[config.mk]
export PLATFORM = sky130hd
export DESIGN_NAME = sprite_sheet_frame_sequencer_flat
export DESIGN_NICKNAME = d
export VERILOG_FILES = /design/src/rtl/ssfs_pkg.sv /design/src/rtl/ssfs_if.sv /design/src/rtl/ssfs_div.sv /design/src/rtl/sprite_sheet_frame_sequencer.sv /design/src/flat_wrapper.sv
export SDC_FILE = /design/constraint.sdc
export NUM_CORES = 2
export LEC_CHECK = 0
export BUFFER_PORTS_ARGS = -buffer_cell sky130_fd_sc_hd__clkbuf_2
export CELL_PAD_IN_SITES_DETAIL_PLACEMENT = 1
export CELL_PAD_IN_SITES_GLOBAL_PLACEMENT = 1
export CORE_ASPECT_RATIO = 1.4
export CORE_MARGIN = 1.5
export CORE_UTILIZATION = 40
export DETAILED_ROUTE_END_ITERATION = 6
export PLACE_DENSITY = 0.65
export SYNTH_ARGS = -nofsm -noshare
export SYNTH_HDL_FRONTEND = slang
export SYNTH_SLANG_ARGS = --single-unit
[constraint.sdc]
create_clock -name clk -period 11.75 [get_ports clk]
set_clock_uncertainty 0.1 [all_clocks]
set_input_delay 0.5875 -clock clk [delete_from_list [all_inputs] [get_ports clk]]
set_output_delay 0.5875 -clock clk [all_outputs]
set_load 0.02 [all_outputs]
[src/rtl/ssfs_pkg.sv]
// ----------------------------------------------------------------------------
// ssfs_pkg
// Types, codes and the control store of the sprite sheet frame sequencer.
// ----------------------------------------------------------------------------
package ssfs_pkg;

	localparam int CMD_W      = 2;
	localparam int DT_W       = 20;
	localparam int FRAME_W    = 8;
	localparam int END_W      = 9;
	localparam int LEFT_W     = 14;
	localparam int TOP_W      = 20;
	localparam int PERIOD_W   = 24;
	localparam int DIM_W      = 13;
	localparam int TEX_W      = 15;
	localparam int ACC_W      = 32;
	localparam int CFG_IDX_W  = 3;
	localparam int CFG_DATA_W = 24;
	localparam int DIVIDEND_W = 32;
	localparam int DIVISOR_W  = 24;
	localparam int DIV_CNT_W  = 5;
	localparam int PC_W       = 5;
	localparam int UCODE_DEPTH = 32;

	localparam logic [CMD_W-1:0] CMD_TICK  = 2'd0;
	localparam logic [CMD_W-1:0] CMD_PLAY  = 2'd1;
	localparam logic [CMD_W-1:0] CMD_PAUSE = 2'd2;

	localparam logic [CFG_IDX_W-1:0] REG_FRAME_PERIOD  = 3'd0;
	localparam logic [CFG_IDX_W-1:0] REG_FRAME_COUNT   = 3'd1;
	localparam logic [CFG_IDX_W-1:0] REG_FRAME_WIDTH   = 3'd2;
	localparam logic [CFG_IDX_W-1:0] REG_FRAME_HEIGHT  = 3'd3;
	localparam logic [CFG_IDX_W-1:0] REG_TEXTURE_WIDTH = 3'd4;

	typedef logic [PC_W-1:0] pc_t;
	typedef logic [4:0] op_t;
	typedef logic [3:0] cond_t;

	localparam op_t OP_NOP      = 5'd0;
	localparam op_t OP_ACCEPT   = 5'd1;
	localparam op_t OP_PAUSE    = 5'd2;
	localparam op_t OP_PLAY     = 5'd3;
	localparam op_t OP_ACC_ADD  = 5'd4;
	localparam op_t OP_ADV_SUB  = 5'd5;
	localparam op_t OP_ADV_DECN = 5'd6;
	localparam op_t OP_DIV_COLS = 5'd7;
	localparam op_t OP_WAIT_DIV = 5'd8;
	localparam op_t OP_DIV_IDX  = 5'd9;
	localparam op_t OP_MUL      = 5'd10;
	localparam op_t OP_PLACE    = 5'd11;
	localparam op_t OP_DIV_N    = 5'd12;
	localparam op_t OP_TAKE_N   = 5'd13;
	localparam op_t OP_DIV_LEN  = 5'd14;
	localparam op_t OP_TAKE_REM = 5'd15;
	localparam op_t OP_EMIT     = 5'd16;

	localparam cond_t COND_NEVER       = 4'd0;
	localparam cond_t COND_ALWAYS      = 4'd1;
	localparam cond_t COND_CMD_TICK    = 4'd2;
	localparam cond_t COND_CMD_PLAY    = 4'd3;
	localparam cond_t COND_CMD_PAUSE   = 4'd4;
	localparam cond_t COND_NOT_PLAYING = 4'd5;
	localparam cond_t COND_PERIOD_ZERO = 4'd6;
	localparam cond_t COND_LOOP        = 4'd7;
	localparam cond_t COND_NL_DONE     = 4'd8;
	localparam cond_t COND_NO_RELOAD   = 4'd9;
	localparam cond_t COND_N_ZERO      = 4'd10;
	localparam cond_t COND_RET         = 4'd11;

	localparam pc_t A_IDLE    = 5'd0;
	localparam pc_t A_PAUSE   = 5'd5;
	localparam pc_t A_PLAY    = 5'd6;
	localparam pc_t A_TICK    = 5'd8;
	localparam pc_t A_NL_TEST = 5'd11;
	localparam pc_t A_LOOP    = 5'd13;
	localparam pc_t A_N_TEST  = 5'd16;
	localparam pc_t A_M_TEST  = 5'd22;
	localparam pc_t A_PLACE   = 5'd24;
	localparam pc_t A_EMIT    = 5'd30;

	typedef struct packed {
		op_t   op;
		cond_t cond;
		logic  call;
		pc_t   target;
	} uword_t;

	// Control store. A taken condition jumps to the target (a return goes to the
	// saved address), otherwise the step counter moves on by one.
	localparam uword_t UCODE [0:UCODE_DEPTH-1] = '{
		'{OP_ACCEPT,   COND_NEVER,       1'b0, A_IDLE},
		'{OP_NOP,      COND_CMD_TICK,    1'b0, A_TICK},
		'{OP_NOP,      COND_CMD_PLAY,    1'b0, A_PLAY},
		'{OP_NOP,      COND_CMD_PAUSE,   1'b0, A_PAUSE},
		'{OP_NOP,      COND_ALWAYS,      1'b0, A_EMIT},
		'{OP_PAUSE,    COND_ALWAYS,      1'b0, A_EMIT},
		'{OP_PLAY,     COND_ALWAYS,      1'b1, A_PLACE},
		'{OP_NOP,      COND_ALWAYS,      1'b0, A_EMIT},
		'{OP_NOP,      COND_NOT_PLAYING, 1'b0, A_EMIT},
		'{OP_ACC_ADD,  COND_PERIOD_ZERO, 1'b0, A_EMIT},
		'{OP_NOP,      COND_LOOP,        1'b0, A_LOOP},
		'{OP_NOP,      COND_NL_DONE,     1'b0, A_EMIT},
		'{OP_ADV_SUB,  COND_ALWAYS,      1'b0, A_NL_TEST},
		'{OP_DIV_N,    COND_NEVER,       1'b0, A_IDLE},
		'{OP_WAIT_DIV, COND_NEVER,       1'b0, A_IDLE},
		'{OP_TAKE_N,   COND_NEVER,       1'b0, A_IDLE},
		'{OP_NOP,      COND_N_ZERO,      1'b0, A_EMIT},
		'{OP_ADV_DECN, COND_NO_RELOAD,   1'b0, A_N_TEST},
		'{OP_NOP,      COND_ALWAYS,      1'b1, A_PLACE},
		'{OP_DIV_LEN,  COND_NEVER,       1'b0, A_IDLE},
		'{OP_WAIT_DIV, COND_NEVER,       1'b0, A_IDLE},
		'{OP_TAKE_REM, COND_NEVER,       1'b0, A_IDLE},
		'{OP_NOP,      COND_N_ZERO,      1'b0, A_EMIT},
		'{OP_ADV_DECN, COND_ALWAYS,      1'b0, A_M_TEST},
		'{OP_DIV_COLS, COND_NEVER,       1'b0, A_IDLE},
		'{OP_WAIT_DIV, COND_NEVER,       1'b0, A_IDLE},
		'{OP_DIV_IDX,  COND_NEVER,       1'b0, A_IDLE},
		'{OP_WAIT_DIV, COND_NEVER,       1'b0, A_IDLE},
		'{OP_MUL,      COND_NEVER,       1'b0, A_IDLE},
		'{OP_PLACE,    COND_RET,         1'b0, A_IDLE},
		'{OP_EMIT,     COND_ALWAYS,      1'b0, A_IDLE},
		'{OP_NOP,      COND_ALWAYS,      1'b0, A_IDLE}
	};

	typedef struct packed {
		logic                  start;
		logic [DIVIDEND_W-1:0] dividend;
		logic [DIVISOR_W-1:0]  divisor;
	} div_req_t;

	typedef struct packed {
		logic                  busy;
		logic [DIVIDEND_W-1:0] quot;
		logic [DIVISOR_W-1:0]  rem;
	} div_rsp_t;

endpackage

[src/rtl/ssfs_if.sv]
// ----------------------------------------------------------------------------
// ssfs_if
// Handshake channels of the sprite sheet frame sequencer: command items,
// result items and register writes.
// ----------------------------------------------------------------------------
interface ssfs_req_if;
	import ssfs_pkg::*;

	logic                    valid;
	logic                    ready;
	logic [CMD_W-1:0]        command;
	logic [DT_W-1:0]         elapsed_time;
	logic [FRAME_W-1:0]      start_frame;
	logic signed [END_W-1:0] end_frame;
	logic                    loop_enable;
	logic                    pause;

	modport source (output valid, command, elapsed_time, start_frame, end_frame,
		loop_enable, pause, input ready);
	modport sink (input valid, command, elapsed_time, start_frame, end_frame,
		loop_enable, pause, output ready);
endinterface

interface ssfs_rsp_if;
	import ssfs_pkg::*;

	logic               valid;
	logic               ready;
	logic [LEFT_W-1:0]  rect_left;
	logic [TOP_W-1:0]   rect_top;
	logic [FRAME_W-1:0] current_frame;
	logic               is_playing;

	modport source (output valid, rect_left, rect_top, current_frame, is_playing,
		input ready);
	modport sink (input valid, rect_left, rect_top, current_frame, is_playing,
		output ready);
endinterface

interface ssfs_cfg_if;
	import ssfs_pkg::*;

	logic                  valid;
	logic                  ready;
	logic [CFG_IDX_W-1:0]  index;
	logic [CFG_DATA_W-1:0] data;

	modport source (output valid, index, data, input ready);
	modport sink (input valid, index, data, output ready);
endinterface

[src/rtl/ssfs_div.sv]
// ----------------------------------------------------------------------------
// ssfs_div
// Restoring divider, one quotient bit per cycle, shared by every division
// of the sequencer.
// ----------------------------------------------------------------------------
module ssfs_div (
	input  logic               clk,
	input  logic               arst_n,
	input  ssfs_pkg::div_req_t req,
	output ssfs_pkg::div_rsp_t rsp
);
	import ssfs_pkg::*;

	logic                  busy_q;
	logic [DIV_CNT_W-1:0]  cnt_q;
	logic [DIVIDEND_W-1:0] q_q;
	logic [DIVISOR_W-1:0]  r_q;
	logic [DIVISOR_W-1:0]  d_q;
	logic [DIVISOR_W:0]    shifted;
	logic [DIVISOR_W+1:0]  diff;
	logic                  ge;

	assign shifted = {r_q, q_q[DIVIDEND_W-1]};
	assign diff    = {1'b0, shifted} - {2'b0, d_q};
	assign ge      = !diff[DIVISOR_W+1];

	always_ff @(posedge clk or negedge arst_n) begin
		if (!arst_n) begin
			busy_q <= 1'b0;
			cnt_q  <= '0;
		end else if (req.start) begin
			busy_q <= 1'b1;
			cnt_q  <= '0;
		end else if (busy_q) begin
			cnt_q <= cnt_q + 1'b1;
			if (cnt_q == DIV_CNT_W'(DIVIDEND_W - 1)) begin
				busy_q <= 1'b0;
			end
		end
	end

	always_ff @(posedge clk) begin
		if (req.start) begin
			q_q <= req.dividend;
			r_q <= '0;
			d_q <= req.divisor;
		end else if (busy_q) begin
			q_q <= {q_q[DIVIDEND_W-2:0], ge};
			r_q <= ge ? diff[DIVISOR_W-1:0] : shifted[DIVISOR_W-1:0];
		end
	end

	assign rsp.busy = busy_q;
	assign rsp.quot = q_q;
	assign rsp.rem  = r_q;

endmodule

[src/rtl/sprite_sheet_frame_sequencer.sv]
// ----------------------------------------------------------------------------
// sprite_sheet_frame_sequencer
// Microcoded frame sequencer for a sprite sheet: play, tick and pause items.
// One item at a time; the next item is taken once the result is registered.
// Pause and unknown items go straight to the result; a play places its start
// frame with two divider passes. A tick emits at once while stopped and steps
// one frame at a time when not looping; when looping it adds up to four divider
// passes. Asynchronous reset returns the control state, the sheet and animation
// registers and the result valid flag to their reset values; no item is in flight after reset.
// ----------------------------------------------------------------------------
module sprite_sheet_frame_sequencer (
	input  logic     clk,
	input  logic     arst_n,
	ssfs_cfg_if.sink cfg,
	ssfs_req_if.sink req,
	ssfs_rsp_if.source rsp
);
	import ssfs_pkg::*;

	pc_t    pc_q;
	pc_t    ret_q;
	uword_t uw;
	logic   take;
	logic   stall;
	logic   req_acc;
	logic   out_free;
	logic   emit_go;

	logic [CMD_W-1:0]   cmd_q;
	logic [DT_W-1:0]    dt_q;
	logic [FRAME_W-1:0] start_q;
	logic [END_W-1:0]   end_q;
	logic               loop_in_q;
	logic               pause_q;

	logic [PERIOD_W-1:0] period_q;
	logic [FRAME_W-1:0]  count_q;
	logic [DIM_W-1:0]    fw_q;
	logic [DIM_W-1:0]    fh_q;
	logic [TEX_W-1:0]    tw_q;

	logic               playing_q;
	logic               loop_q;
	logic [FRAME_W-1:0] fi_q;
	logic [FRAME_W-1:0] rf_q;
	logic [FRAME_W-1:0] rl_q;
	logic [ACC_W-1:0]   acc_q;
	logic [LEFT_W-1:0]  left_q;
	logic [TOP_W-1:0]   top_q;

	logic [FRAME_W-1:0]    place_idx_q;
	logic [DIVIDEND_W-1:0] n_q;
	logic [20:0]           prod_left_q;
	logic [20:0]           prod_top_q;

	logic               out_valid_q;
	logic [LEFT_W-1:0]  out_left_q;
	logic [TOP_W-1:0]   out_top_q;
	logic [FRAME_W-1:0] out_frame_q;
	logic               out_playing_q;

	div_req_t div_req;
	div_rsp_t div_rsp;

	logic [DIM_W-1:0]   efw;
	logic [TEX_W-1:0]   cols;
	logic [FRAME_W:0]   len;
	logic [15:0]        left_sum;
	logic               wrap;
	logic [TOP_W:0]     top_sum;
	logic [LEFT_W-1:0]  adv_left;
	logic [TOP_W-1:0]   adv_top;
	logic [FRAME_W-1:0] adv_fi;
	logic               adv_playing;
	logic [FRAME_W:0]   fi_next;
	logic               over;
	logic               reload;
	logic [ACC_W:0]     acc_sum;
	logic               nl_done;

	assign uw       = UCODE[pc_q];
	assign req_acc  = req.valid && req.ready;
	assign out_free = !out_valid_q || rsp.ready;
	assign emit_go  = (uw.op == OP_EMIT) && out_free;

	assign req.ready = (pc_q == A_IDLE);
	assign cfg.ready = 1'b1;

	assign efw     = (fw_q == '0) ? DIM_W'(1) : fw_q;
	assign cols    = (div_rsp.quot == '0) ? TEX_W'(1) : div_rsp.quot[TEX_W-1:0];
	assign len     = (rf_q <= rl_q) ? ({1'b0, rl_q} - {1'b0, rf_q} + 9'd1) : 9'd1;
	assign fi_next = {1'b0, fi_q} + 9'd1;
	assign over    = fi_next > {1'b0, rl_q};
	assign reload  = over && loop_q;
	assign acc_sum = {1'b0, acc_q} + {13'b0, dt_q};
	assign nl_done = (acc_q < {8'b0, period_q}) || (fi_q >= rl_q);

	// One frame step: move right, wrap to the next row at the texture edge.
	always_comb begin
		left_sum    = {2'b0, left_q} + {3'b0, fw_q};
		wrap        = ({1'b0, left_sum} + {4'b0, fw_q}) > {2'b0, tw_q};
		top_sum     = {1'b0, top_q} + {8'b0, fh_q};
		adv_left    = '0;
		adv_top     = top_q;
		adv_fi      = fi_next[FRAME_W-1:0];
		adv_playing = playing_q;
		if (wrap) begin
			adv_top = top_sum[TOP_W] ? '1 : top_sum[TOP_W-1:0];
		end else begin
			adv_left = (left_sum[15:LEFT_W] != '0) ? '1 : left_sum[LEFT_W-1:0];
		end
		if (over) begin
			if (loop_q) begin
				adv_fi = fi_q;
			end else begin
				adv_playing = 1'b0;
			end
		end
	end

	always_comb begin
		unique case (uw.cond)
			COND_NEVER:       take = 1'b0;
			COND_ALWAYS:      take = 1'b1;
			COND_CMD_TICK:    take = (cmd_q == CMD_TICK);
			COND_CMD_PLAY:    take = (cmd_q == CMD_PLAY);
			COND_CMD_PAUSE:   take = (cmd_q == CMD_PAUSE);
			COND_NOT_PLAYING: take = !playing_q;
			COND_PERIOD_ZERO: take = (period_q == '0);
			COND_LOOP:        take = loop_q;
			COND_NL_DONE:     take = nl_done;
			COND_NO_RELOAD:   take = !reload;
			COND_N_ZERO:      take = (n_q == '0);
			COND_RET:         take = 1'b1;
			default:          take = 1'b0;
		endcase
	end

	always_comb begin
		unique case (uw.op)
			OP_ACCEPT:   stall = !req_acc;
			OP_WAIT_DIV: stall = div_rsp.busy;
			OP_EMIT:     stall = !out_free;
			default:     stall = 1'b0;
		endcase
	end

	always_comb begin
		div_req.start    = 1'b0;
		div_req.dividend = acc_q;
		div_req.divisor  = period_q;
		unique case (uw.op)
			OP_DIV_COLS: begin
				div_req.start    = 1'b1;
				div_req.dividend = {17'b0, tw_q};
				div_req.divisor  = {11'b0, efw};
			end
			OP_DIV_IDX: begin
				div_req.start    = 1'b1;
				div_req.dividend = {24'b0, place_idx_q};
				div_req.divisor  = {9'b0, cols};
			end
			OP_DIV_N: begin
				div_req.start = 1'b1;
			end
			OP_DIV_LEN: begin
				div_req.start    = 1'b1;
				div_req.dividend = n_q;
				div_req.divisor  = {15'b0, len};
			end
			default: begin
			end
		endcase
	end

	ssfs_div u_div (
		.clk    (clk),
		.arst_n (arst_n),
		.req    (div_req),
		.rsp    (div_rsp)
	);

	always_ff @(posedge clk or negedge arst_n) begin
		if (!arst_n) begin
			pc_q  <= A_IDLE;
			ret_q <= A_IDLE;
		end else if (!stall) begin
			if (take) begin
				pc_q <= (uw.cond == COND_RET) ? ret_q : uw.target;
				if (uw.call) begin
					ret_q <= pc_q + 1'b1;
				end
			end else begin
				pc_q <= pc_q + 1'b1;
			end
		end
	end

	always_ff @(posedge clk or negedge arst_n) begin
		if (!arst_n) begin
			period_q <= '0;
			count_q  <= '0;
			fw_q     <= DIM_W'(1);
			fh_q     <= DIM_W'(1);
			tw_q     <= TEX_W'(1);
		end else if (cfg.valid) begin
			unique case (cfg.index)
				REG_FRAME_PERIOD:  period_q <= cfg.data[PERIOD_W-1:0];
				REG_FRAME_COUNT:   count_q  <= cfg.data[FRAME_W-1:0];
				REG_FRAME_WIDTH:   fw_q     <= cfg.data[DIM_W-1:0];
				REG_FRAME_HEIGHT:  fh_q     <= cfg.data[DIM_W-1:0];
				REG_TEXTURE_WIDTH: tw_q     <= cfg.data[TEX_W-1:0];
				default: begin
				end
			endcase
		end
	end

	always_ff @(posedge clk or negedge arst_n) begin
		if (!arst_n) begin
			playing_q <= 1'b0;
			loop_q    <= 1'b0;
			fi_q      <= '0;
			rf_q      <= '0;
			rl_q      <= '0;
			acc_q     <= '0;
			left_q    <= '0;
			top_q     <= '0;
		end else begin
			unique case (uw.op)
				OP_PAUSE: playing_q <= !pause_q;
				OP_PLAY: begin
					loop_q    <= loop_in_q;
					playing_q <= end_q[FRAME_W] || ({1'b0, start_q} != end_q);
					rf_q      <= start_q;
					rl_q      <= end_q[FRAME_W] ? (count_q - 8'd1) : end_q[FRAME_W-1:0];
				end
				OP_ACC_ADD: acc_q <= acc_sum[ACC_W] ? '1 : acc_sum[ACC_W-1:0];
				OP_ADV_SUB: begin
					left_q    <= adv_left;
					top_q     <= adv_top;
					fi_q      <= adv_fi;
					playing_q <= adv_playing;
					acc_q     <= acc_q - {8'b0, period_q};
				end
				OP_ADV_DECN: begin
					left_q    <= adv_left;
					top_q     <= adv_top;
					fi_q      <= adv_fi;
					playing_q <= adv_playing;
				end
				OP_PLACE: begin
					left_q <= (prod_left_q[20:LEFT_W] != '0) ? '1 : prod_left_q[LEFT_W-1:0];
					top_q  <= prod_top_q[TOP_W] ? '1 : prod_top_q[TOP_W-1:0];
					fi_q   <= place_idx_q;
				end
				OP_TAKE_N: acc_q <= {8'b0, div_rsp.rem};
				default: begin
				end
			endcase
		end
	end

	always_ff @(posedge clk) begin
		if (req_acc) begin
			cmd_q     <= req.command;
			dt_q      <= req.elapsed_time;
			start_q   <= req.start_frame;
			end_q     <= $unsigned(req.end_frame);
			loop_in_q <= req.loop_enable;
			pause_q   <= req.pause;
		end
		unique case (uw.op)
			OP_PLAY:     place_idx_q <= start_q;
			OP_ADV_SUB:  place_idx_q <= rf_q;
			OP_ADV_DECN: begin
				place_idx_q <= rf_q;
				n_q         <= n_q - 1'b1;
			end
			OP_MUL: begin
				prod_left_q <= {13'b0, div_rsp.rem[FRAME_W-1:0]} * {8'b0, efw};
				prod_top_q  <= {13'b0, div_rsp.quot[FRAME_W-1:0]} * {8'b0, fh_q};
			end
			OP_TAKE_N:   n_q <= div_rsp.quot;
			OP_TAKE_REM: n_q <= {8'b0, div_rsp.rem};
			default: begin
			end
		endcase
		if (emit_go) begin
			out_left_q    <= left_q;
			out_top_q     <= top_q;
			out_frame_q   <= fi_q;
			out_playing_q <= playing_q;
		end
	end

	always_ff @(posedge clk or negedge arst_n) begin
		if (!arst_n) begin
			out_valid_q <= 1'b0;
		end else if (emit_go) begin
			out_valid_q <= 1'b1;
		end else if (rsp.ready) begin
			out_valid_q <= 1'b0;
		end
	end

	assign rsp.valid         = out_valid_q;
	assign rsp.rect_left     = out_left_q;
	assign rsp.rect_top      = out_top_q;
	assign rsp.current_frame = out_frame_q;
	assign rsp.is_playing    = out_playing_q;

endmodule

[src/flat_wrapper.sv]
// flat-port wrapper written by rule: the top's interface ports become plain ports
module sprite_sheet_frame_sequencer_flat import ssfs_pkg::*;
  (clk, arst_n, cfg_valid, cfg_index, cfg_data, cfg_ready, req_valid, req_command, req_elapsed_time, req_start_frame, req_end_frame, req_loop_enable, req_pause, req_ready, rsp_valid, rsp_rect_left, rsp_rect_top, rsp_current_frame, rsp_is_playing, rsp_ready);
  ssfs_cfg_if cfg_i ();
  ssfs_req_if req_i ();
  ssfs_rsp_if rsp_i ();
  input  logic clk;
  input  logic arst_n;
  input wire logic [$bits(cfg_i.valid)-1:0] cfg_valid;
  input wire logic [$bits(cfg_i.index)-1:0] cfg_index;
  input wire logic [$bits(cfg_i.data)-1:0] cfg_data;
  output wire logic [$bits(cfg_i.ready)-1:0] cfg_ready;
  input wire logic [$bits(req_i.valid)-1:0] req_valid;
  input wire logic [$bits(req_i.command)-1:0] req_command;
  input wire logic [$bits(req_i.elapsed_time)-1:0] req_elapsed_time;
  input wire logic [$bits(req_i.start_frame)-1:0] req_start_frame;
  input wire logic [$bits(req_i.end_frame)-1:0] req_end_frame;
  input wire logic [$bits(req_i.loop_enable)-1:0] req_loop_enable;
  input wire logic [$bits(req_i.pause)-1:0] req_pause;
  output wire logic [$bits(req_i.ready)-1:0] req_ready;
  output wire logic [$bits(rsp_i.valid)-1:0] rsp_valid;
  output wire logic [$bits(rsp_i.rect_left)-1:0] rsp_rect_left;
  output wire logic [$bits(rsp_i.rect_top)-1:0] rsp_rect_top;
  output wire logic [$bits(rsp_i.current_frame)-1:0] rsp_current_frame;
  output wire logic [$bits(rsp_i.is_playing)-1:0] rsp_is_playing;
  input wire logic [$bits(rsp_i.ready)-1:0] rsp_ready;
  assign cfg_i.valid = cfg_valid;
  assign cfg_i.index = cfg_index;
  assign cfg_i.data = cfg_data;
  assign cfg_ready = cfg_i.ready;
  assign req_i.valid = req_valid;
  assign req_i.command = req_command;
  assign req_i.elapsed_time = req_elapsed_time;
  assign req_i.start_frame = req_start_frame;
  assign req_i.end_frame = req_end_frame;
  assign req_i.loop_enable = req_loop_enable;
  assign req_i.pause = req_pause;
  assign req_ready = req_i.ready;
  assign rsp_valid = rsp_i.valid;
  assign rsp_rect_left = rsp_i.rect_left;
  assign rsp_rect_top = rsp_i.rect_top;
  assign rsp_current_frame = rsp_i.current_frame;
  assign rsp_is_playing = rsp_i.is_playing;
  assign rsp_i.ready = rsp_ready;
  sprite_sheet_frame_sequencer u_core (.clk(clk), .arst_n(arst_n), .cfg(cfg_i), .req(req_i), .rsp(rsp_i));
endmodule
==> flow_summary_export.csv <==
group,metric,value,unit
synthesis,synth_common_cells,"nand2_1 (295), inv_1 (292), ha_1 (256)",
synthesis,synth_ff_type,"edfxtp_1",
floorplan,start_util,40.4,%
clocking,clk_latency,640,ps
floorplan,fp.dieH,340,um
sta,maxSlewHeadroom,22.8,%
synthesis,ys_seq_area_share,36.1,%
floorplan,die_area,82900,sq um
min_path,min-delay-start,"req_elapsed_time[8]",
outcome,outcome,"complete, no violations",
global_route,grt_pass1_wl,173,mm
critical_path,critPathSlowestCell,"nand2_1",
sta,fin_crit_sh,58.8,%
routing,wl,112,mm
critical_path,critPathCaptureType,"flip-flop",
routing,ant_nets,0,
floorplan,fp-row-count,123,
synthesis,synthArstFlopShare,42.5,%
placement,place.gp.congestion,0.888,
final_layout,fill_cells,9167,
critical_path,slowest_delay,690,ps
sta,setup_viol,0,
clocking,root_buffer,"clkbuf_16",
clocking,clkTransAtPathRegs,60,ps
synthesis,synth_area_leaders,"edfxtp_1 (21%), dfrtp_1 (14%), ha_1 (9.9%)",
synthesis,synth_top_cell_by_area,"edfxtp_1",
min_path,hold-path-endpoint,"u_core.dt_q[8]$_DFFE_PP_",
routing,drt-pass1-iter-count,7,
global_route,grt_max_degree,69,
synthesis,syn_avg_cell_area,9.46,sq um
critical_path,critical_path_required,12190,ps
critical_path,rrSetupSlack,4840,ps
floorplan,die_w,244,um
final_layout,antenna_cells,0,
routing,vias_per_cell,5.86,
synthesis,synthesis.area,32500,sq um
min_path,whs_path_depth,1,
final_layout,register_area,11700,sq um
clocking,postCtsSetupBuffers,0,
synthesis,synth-seq-cells,428,
routing,wl_per_cell,24.4,um
clocking,h-tree-depth,2,
routing,vias,26900,
floorplan,design.core.area,80300,sq um
critical_path,startpoint_type,"flip-flop",
critical_path,crit_cells,23,
final_layout,drive_above_1_share,9.37,%
sta,hold_viol,0,
synthesis,yosys_warnings,0,
final_layout,area_delta_synth_final,10.7,%
sta,rsz0062_at_grt,"no",
sta,tns,0,ps
clocking,numCtsBuffers,49,
synthesis,synth_edf_count,222,
synthesis,syn_inst,3434,
global_route,antenna_found_initial,1,
min_path,min_path_type,"in -> reg",
synthesis,synth_nets,3902,
critical_path,worstPathArrival,7350,ps
critical_path,path_buf_inv,1,
critical_path,path_delay_family,"compound AO/OA/AOI/OAI gates",
flow_run,maxCapViolations,0,
final_layout,layout.nets,3958,
final_layout,multiInputGateArea,19100,sq um
clocking,clockBufferDepth,3,
critical_path,path_class,"reg -> reg",
sta,fin_crit,6910,ps
synthesis,synthDistinctLibCells,92,
clocking,cts_tree,"built",
critical_path,cp_max_fo,28,
critical_path,rr_endpoint,"u_core.top_q[17]$_DFFE_PN0P_",
routing,drc,0,
sta,fmax,0.145,GHz
synthesis,yosys.area.top_type_share,20.5,%
global_route,grt_pass1_vias,29100,
global_route,grt_overflow,0,
sta,drv_slew,0,
global_route,grt_util_all_layers,27.0,%
placement,io_buffers,117,
routing,drt_iter0_drc,1614,
critical_path,crit_path_cell_trace,"ha_1 > nor2b_1 > o31ai_1 > a21oi_1 > o2111a_1 > o41ai_1 > a21boi_0 > a21oi_1 > ha_1 > o22ai_1 > o21bai_1 > xor2_1 > ha_1 > a2111oi_0 > o21ai_0 > a21oi_1 > a31oi_1 > a211oi_1 > o41ai_2 > buf_4 > nand2_1 > nor4_1 > nor3_1",
synthesis,post-synth-top-count-cell,"nand2_1",
critical_path,r2r_cells,23,
clocking,clock_sinks,428,
placement,dp_hpwl,85.9,mm
sta,worst_pin_slew,1150,ps
critical_path,r2r_start,"u_core.fw_q[2]$_DFFE_PN0P_",
floorplan,ios,119,
-- cells in the final DEF, fill, tap and decap left out, drive strengths merged, types with 139 or more instances in the layout --
cell    instances
a21oi         193
and2          149
clkbuf        191
dfrtp         179
edfxtp        222
fa            139
ha            256
inv           297
nand2         295
nor2          245
o21ai         248
-- area by class of cell --
class | instances | area share, %
multi-input cells | 2545 | 53.2
flip-flops and latches | 428 | 32.6
clock buffers | 74 | 4.01
well taps | 1062 | 3.70
inverters | 293 | 3.06
repair buffers | 173 | 2.93
clock inverters | 18 | 0.554
-- worst max path at each step --
stage | from | endpoint | slack (ps)
3_3_place_gp | u_core.fw_q[2]$_DFFE_PN0P_ | u_core.top_q[17]$_DFFE_PN0P_ | 5170
6_report | u_core.fw_q[2]$_DFFE_PN0P_ | u_core.top_q[17]$_DFFE_PN0P_ | 4840
4_1_cts | u_core.fw_q[2]$_DFFE_PN0P_ | u_core.top_q[17]$_DFFE_PN0P_ | 4900
2_1_floorplan | u_core.fw_q[4]$_DFFE_PN0P_ | u_core.prod_left_q[20]$_DFFE_PN_ | 5990
3_5_place_dp | u_core.fw_q[2]$_DFFE_PN0P_ | u_core.top_q[17]$_DFFE_PN0P_ | 4930
5_1_grt | u_core.fw_q[2]$_DFFE_PN0P_ | u_core.top_q[17]$_DFFE_PN0P_ | 4150
-- cell families (layout without fill, tap and decap cells) --
logic type,count (synthesis),count (layout),share of synthesized area [%]
fa+ha+maj,395,395,18.4
flops,428,428,36.1
compound gates,857,857,17.1
simple gates,1041,1041,15.6
mux,76,76,2.64
other cells,1,1,0.0115
buf+inv,461,558,5.39
xor+xnor,175,175,4.72
-- layer usage --
metal / vias up / share of wire [%] / GRT usage (%)
li1: 12300 / - / -
met1: 13700 / 39 / 31.2
met2: 628 / 51 / 48.8
met3: 251 / 3.5 / 2.75
met4: 2 / 6.1 / 14.9
met5: - / 0.012 / 0
-- state kept, by name, indices dropped and copies added (netlist names), 21 cells and up --
| signal | cells |
|---|---|
| u_core.u_div.d_q | 24 |
| u_core.acc_q | 32 |
| u_core.u_div.r_q | 24 |
| u_core.prod_top_q | 21 |
| u_core.n_q | 32 |
| u_core.prod_left_q | 21 |
| u_core.u_div.q_q | 32 |
| u_core.period_q | 24 |
-- metrics by stage --
| stage | instances | cell area, sq um | worst slack (ps) | util [%] | hold slack (ps) |
|---|---|---|---|---|---|
| final | 4593 | 35900 | 4840 | 44.7 | 36.6 |
| after global placement | 4486 | 34100 | 5170 | 42.5 | 358 |
| after floorplan | 3434 | 32500 | 5990 | - | 192 |
| after detailed placement | 4486 | 34100 | 4930 | 42.5 | 344 |
| after CTS | 4593 | 35900 | 4900 | 44.7 | 0.609 |
| after global routing | 4593 | 35900 | 4150 | 44.7 | 10.6 |
-- timing repair --
action | 4_1_cts | 5_1_grt
endpoints found under the hold margin | 80 | 0
hold buffers | 15 | 0
gates resized for setup | 0 | 0
Power is not shown: default switching activity piles up to over one toggle a cycle in this logic, so the estimate is an artifact.
